**src/rtl/tsft_pkg.sv**
```systemverilog
// Shared types and constants for the TCP session flow table.
`default_nettype none
package tsft_pkg;

   localparam logic [15:0] ETH_IPV4 = 16'h0800;
   localparam logic [15:0] ETH_VLAN = 16'h8100;
   localparam logic [7:0] PROTO_TCP = 8'd6;
   localparam logic [7:0] FLAGS_OPEN = 8'd18;
   localparam logic [7:0] FLAGS_CLOSE = 8'd17;
   localparam logic [19:0] USEC_PER_SEC = 20'd1000000;

   typedef enum logic [2:0] {
      OUT_IGNORED = 3'd0,
      OUT_OPENED  = 3'd1,
      OUT_DATA    = 3'd2,
      OUT_CLOSED  = 3'd3,
      OUT_NOMATCH = 3'd4,
      OUT_FULL    = 3'd5
   } outcome_type;

   typedef enum logic [2:0] {
      ST_IDLE,
      ST_MUL,
      ST_TIME,
      ST_SCAN,
      ST_CHECK,
      ST_UPDATE
   } state_type;

   // Commands from the controller to the datapath.
   typedef struct packed {
      logic        capture;
      logic        time_mul;
      logic        time_add;
      logic        scan_clear;
      logic        scan_inc;
      logic        open_write;
      logic        update_write;
      logic        emit;
      outcome_type outcome;
   } cmd_type;

   // Status from the datapath to the controller.
   typedef struct packed {
      logic is_tcp;
      logic is_open;
      logic is_close;
      logic full;
      logic empty;
      logic key_hit;
      logic scan_last;
   } status_type;

endpackage
`default_nettype wire

```
**src/rtl/tsft_ctrl.sv**
```systemverilog
// Controller state machine for the TCP session flow table.
`default_nettype none
module tsft_ctrl
   import tsft_pkg::*;
(
   input  wire logic       clock,
   input  wire logic       reset,
   input  wire logic       start,
   output logic            busy,
   input  wire status_type status,
   output cmd_type         cmd
);

   state_type state_ff;
   state_type state_in;

   // State register.
   always_ff @(posedge clock) begin
      if (reset) begin
         state_ff <= ST_IDLE;
      end else begin
         state_ff <= state_in;
      end
   end

   assign busy = (state_ff != ST_IDLE);

   // Next state and commands.
   always_comb begin
      state_in = state_ff;
      cmd = '0;
      cmd.outcome = OUT_IGNORED;
      unique case (state_ff)
         ST_IDLE: begin
            if (start) begin
               cmd.capture = 1'b1;
               state_in = ST_MUL;
            end
         end
         ST_MUL: begin
            cmd.time_mul = 1'b1;
            state_in = ST_TIME;
         end
         ST_TIME: begin
            cmd.time_add = 1'b1;
            cmd.scan_clear = 1'b1;
            state_in = ST_IDLE;
            priority if (!status.is_tcp) begin
               cmd.emit = 1'b1;
               cmd.outcome = OUT_IGNORED;
            end else if (status.is_open) begin
               state_in = ST_UPDATE;
            end else if (status.empty) begin
               cmd.emit = 1'b1;
               cmd.outcome = OUT_NOMATCH;
            end else begin
               state_in = ST_SCAN;
            end
         end
         ST_SCAN: begin
            state_in = ST_CHECK;
         end
         ST_CHECK: begin
            priority if (status.key_hit) begin
               state_in = ST_UPDATE;
            end else if (status.scan_last) begin
               cmd.emit = 1'b1;
               cmd.outcome = OUT_NOMATCH;
               state_in = ST_IDLE;
            end else begin
               cmd.scan_inc = 1'b1;
               state_in = ST_SCAN;
            end
         end
         ST_UPDATE: begin
            cmd.emit = 1'b1;
            state_in = ST_IDLE;
            priority if (status.is_open) begin
               if (status.full) begin
                  cmd.outcome = OUT_FULL;
               end else begin
                  cmd.open_write = 1'b1;
                  cmd.outcome = OUT_OPENED;
               end
            end else begin
               cmd.update_write = 1'b1;
               cmd.outcome = status.is_close ? OUT_CLOSED : OUT_DATA;
            end
         end
         default: begin
            state_in = ST_IDLE;
         end
      endcase
   end

`ifndef SYNTHESIS
   a_emit_ends: assert property (@(posedge clock) disable iff (reset)
      cmd.emit |=> (state_ff == ST_IDLE)) else $error("work continued after result");
   a_check_after_scan: assert property (@(posedge clock) disable iff (reset)
      (state_ff == ST_CHECK) |-> ($past(state_ff) == ST_SCAN))
      else $error("compare without a read");
   a_capture_idle: assert property (@(posedge clock) disable iff (reset)
      cmd.capture |-> !busy) else $error("capture while busy");
`endif

endmodule
`default_nettype wire
```
**config.mk**
```make
export PLATFORM = sky130hd
export DESIGN_NAME = tsft_ctrl
export DESIGN_NICKNAME = d
export VERILOG_FILES = /design/src/rtl/tsft_pkg.sv /design/src/rtl/tsft_ctrl.sv
export SDC_FILE = /design/constraint.sdc
export NUM_CORES = 1
export LEC_CHECK = 0
export BUFFER_PORTS_ARGS = -buffer_cell sky130_fd_sc_hd__buf_2
export CAP_MARGIN = 20
export CORE_AREA = 2 2 39 41
export CTS_CLUSTER_DIAMETER = 150
export DETAILED_ROUTE_END_ITERATION = 10
export DIE_AREA = 0 0 41 43
export PLACE_DENSITY = 0.58
export SLEW_MARGIN = 20
export SYNTH_ARGS = -nofsm -noshare
export SYNTH_HDL_FRONTEND = slang
export SYNTH_SLANG_ARGS = --single-unit
```
**constraint.sdc**
```tcl
create_clock -name clock -period 2.8 [get_ports clock]
set_input_delay 0.14 -clock clock [delete_from_list [all_inputs] [get_ports clock]]
set_output_delay 0.14 -clock clock [all_outputs]
set_load 0.005 [all_outputs]
```
* Word level (Yosys, flattened, before mapping)
Index checks and enable logic that the tools add are counted.
Cells by class: add/sub/neg operators 0, $mul 0, div/mod/pow operators 0, order comparisons 0, equality and inequality tests 6, shift operators 0, muxes and demuxes 27, bitwise gates (word level) 0, reductions and logical operators 2
Operators by type and width (number):
- $mux 4 | 5
- $mux 3 | 6
- $pmux 3 s5 | 1
- $pmux 4 s3 | 1
- $mux 1 | 10
- $mux 2 | 4
- $eq 3x2->1 const B | 2
- $eq 3x3->1 const B | 2
- $eq 3x1->1 const B | 1
- $logic_not 3->1 | 1
- $reduce_bool 3->1 | 1
- $ne 2x2->1 const B | 1
Word-level totals: bits in registers 3, latch bits 0, RAM bits 0, memory bits (read-only) 0, input port bits 10, output and inout bits 12, logic and storage cells 36, memories 0

* Longest topological paths before layout
depth after elaboration 4, mapped depth 4, depth with buffers taken out 3

* Worst setup path after synthesis
No wires, ideal clock.
path kind register to register, start register state_ff[0], end register state_ff[0], arrival time 0.989 ns, data required time 2.686 ns, path slack 1.696 ns, cell stages (with the launch flop) 4, path buffers 0, cells stage by stage dfxtp_1 > or4_1 > nand3b_2 > nor3_1
Between the ends: cells in the longest elaborated chain, start to end 2
RTL lines:
- start, declared | RTL line tsft_ctrl.sv:14 | state_type state_ff;
- start signal, assigned | RTL line tsft_ctrl.sv:22 | state_ff <= state_in;
- $eq 3x3->1, or another cell as far along | RTL line tsft_ctrl.sv:33 | unique case (state_ff)
- $pmux 3 s5 / $ne 2x2->1 (equally long branches)
Several ways; a longest one is shown, not always the timed one. A chain may end at the register's enable or synchronous reset.

==> results by group <==
Clock network
  – Clock tree buffer depth: 2
  – Post-cts gate resize count: 0
  – Clock Pin Slew Worst Setup and Hold Paths: 0.04 ns
  – Postcts setup bufs: 0
  – CTS H-Tree Depth: 1
  – CTS sink cnt: 3
  – Cts bufs inserted: 3
  – CTS tree: done
  – Clock latency at the later pin of the worst-skew pair: 0.23 ns
  – Hold-fix buffers at CTS: 0
  – Root buffer cell: clkbuf_4

Critical path
  – Worst path required time: 2.66 ns
  – Kind of end point of the critical path: output pin
  – CP Max Fanout: 11
  – Max stage delay cell, worst path: dfxtp_1
  – Crit path arrival time: 1.45 ns
  – Critical path's largest stage delay: 0.50 ns
  – Critical Path Source Type: register
  – Critical Path, Cell by Cell: nor3b_2 -> o21ai_0 -> o21ai_1 -> buf_2
  – Critical path type: reg -> out

Drt
  – Antenna-violating nets left: 0
  – DR vias/cell: 4.76
  – DR WL/cell: just over 10 um
  – Drc violations: 0
  – Initial DRC count: 2
  – Via count: 405
  – TritonRoute pass-1 iters: 4
  – Total Wirelength: 864 um

Synth
  – Post-synthesis sequential area ratio: 0.175
  – Area of the mapped netlist: 343 um^2
  – Post-Syn Area per Cell: 7.14 um^2
  – Synth Net Count: between 50 and 60
  – Flops & latches, synth: 3
  – Yosys synthesis warning count: 0
  – Synthesized instance count: 48
  – Synth unique cells: 27

Cells and area
  – Leading cell type in the layout, fill and taps excluded: buf_2
  – Util after Layout: 0.335
  – Biggest register: state_ff
  – Share of cells above drive strength 1: 0.391
  – Max FFs per register: 3
  – Design Area, Final: between 400 and 500 um^2
  – Most frequent cells in the layout: buf_2 (21), nor2_1 (8), inv_1 (5)
  – ANT cells: 0
  – Fin nets: 80
  – Biggest regs: state_ff x3
  – Layout area overhead: 35.0%
  – Post-route insts no fill: 85

STA
  – Final Skew: 0.00283 ns
  – Number of setup violations in the final report: 0
  – Max Slew Vio Count: 0
  – RSZ-0062 raised after global routing: no
  – Max transition margin: 0.690
  – Final Hold Viols: 0
  – Fmax: 0.630 GHz
  – Minimum clock period: 1.59 ns
  – Slew @ Worst Pin: around 0.46 ns
  – Setup TNS: 0 ns
  – Final Cycle Share: 0.567

Die
  – # IOs: 22
  – # rows: 14
  – Initial core utilization: 0.248
  – Die Y: 43 um
  – Die area: 1760 um^2
  – Total core area: 1380 um^2
  – Die extent in x: 41 um

Placed design
  – Cell count after placement: 81
  – Placed cell area: 437 um^2
  – DPL Wire Length: 633 um
  – Gpl congestion: 0.763
  – Port buffer count: 21

GRT
  – Vias in the first global route: 345
  – Pin count of the biggest net entering global routing: 16
  – Initial antenna violation count: 0
  – Congestion Overflow GR: 0
  – Total global-route track usage: 0.117
  – First-pass GRT wire length: 1370 um

Pwr
  – Pleak: between 0.2 and 0.3 nW
  – Total power: 0.000175 W
  – Max VDD drop: between 0.1 and 0.15 mV
  – Power Density: roughly 380 nW/um^2

Status
  – Status: finished clean

Job
  – Maxcap violations: 0

Worst hold path
  – Worst hold path type: in -> reg
-- through the flow --
stage	hold WS [ns]	setup WS, ns
floorplan	0.289	1.70
global placement	0.440	1.50
detailed placement	0.447	1.49
CTS	0.196	1.23
global route	0.207	1.07
finish	0.208	1.21
-- synthesized netlist by cell type, drive strengths merged --
cell,n,area [um^2]
nand3,2,10.0
nand4,1,6.26
a32oi,1,8.76
nor2,8,30.0
inv,5,18.8
a21oi,2,10.0
and3b,1,8.76
a21o,1,7.51
buf,4,31.3
o21bai,1,7.51
nor3,2,10.0
or4,1,7.51
nor4b,1,8.76
o32a,1,10.0
dfxtp,3,60.1
nor3b,2,20.0
or3,1,6.26
nor2b,3,18.8
nand3b,2,22.5
nand2b,1,6.26
o21ai,3,15.0
and4b,1,10.0
o311ai,1,8.76
-- layout make-up --
class,instances,area (um^2)
tap,16,20.0
multi-input combinational,36,233
inverter,5,18.8
clock buffer,4,26.3
sequential,3,60.1
timing repair buffer,21,105
fill,158,921
-- logic make-up after synthesis --
logic type	share of synthesized area
simple gates	0.482
compound gates	0.197
buf+inv	0.146
flops	0.175
-- power by group --
group          switching, W   total, W  internal [W]
clock             0.0000225  0.0000759     0.0000534
sequential       0.00000870  0.0000546     0.0000459
combinational     0.0000214  0.0000449     0.0000235
total             0.0000526   0.000175      0.000123
-- routing by layer --
layer | global-route usage | wire length (um) | up-vias
met5 | 0 | 0 | -
met4 | 0.100 | 0 | 0
met3 | 0.0524 | 49 | 0
met2 | 0.150 | 382 | 13
met1 | 0.141 | 432 | 178
li1 | - | - | 214
-- final timing paths --
kind | start | endpoint | slack (ns) | depth (start not counted)
hold / removal | reset | state_ff[1] | 0.21 | 3
hold reg to reg | state_ff[0] | state_ff[0] | 0.72 | 1
setup reg to reg | state_ff[0] | state_ff[0] | 1.49 | 3
setup / recovery | state_ff[1] | cmd[3] | 1.21 | 4
-- worst max-delay path: cells and delay by family (launching register included) --
kind	cells	cell delay, ns
compound gates	2	0.23
buf+inv	1	0.12
flops	1	0.50
simple gates	1	0.36
(Power assumes the default switching activity.)
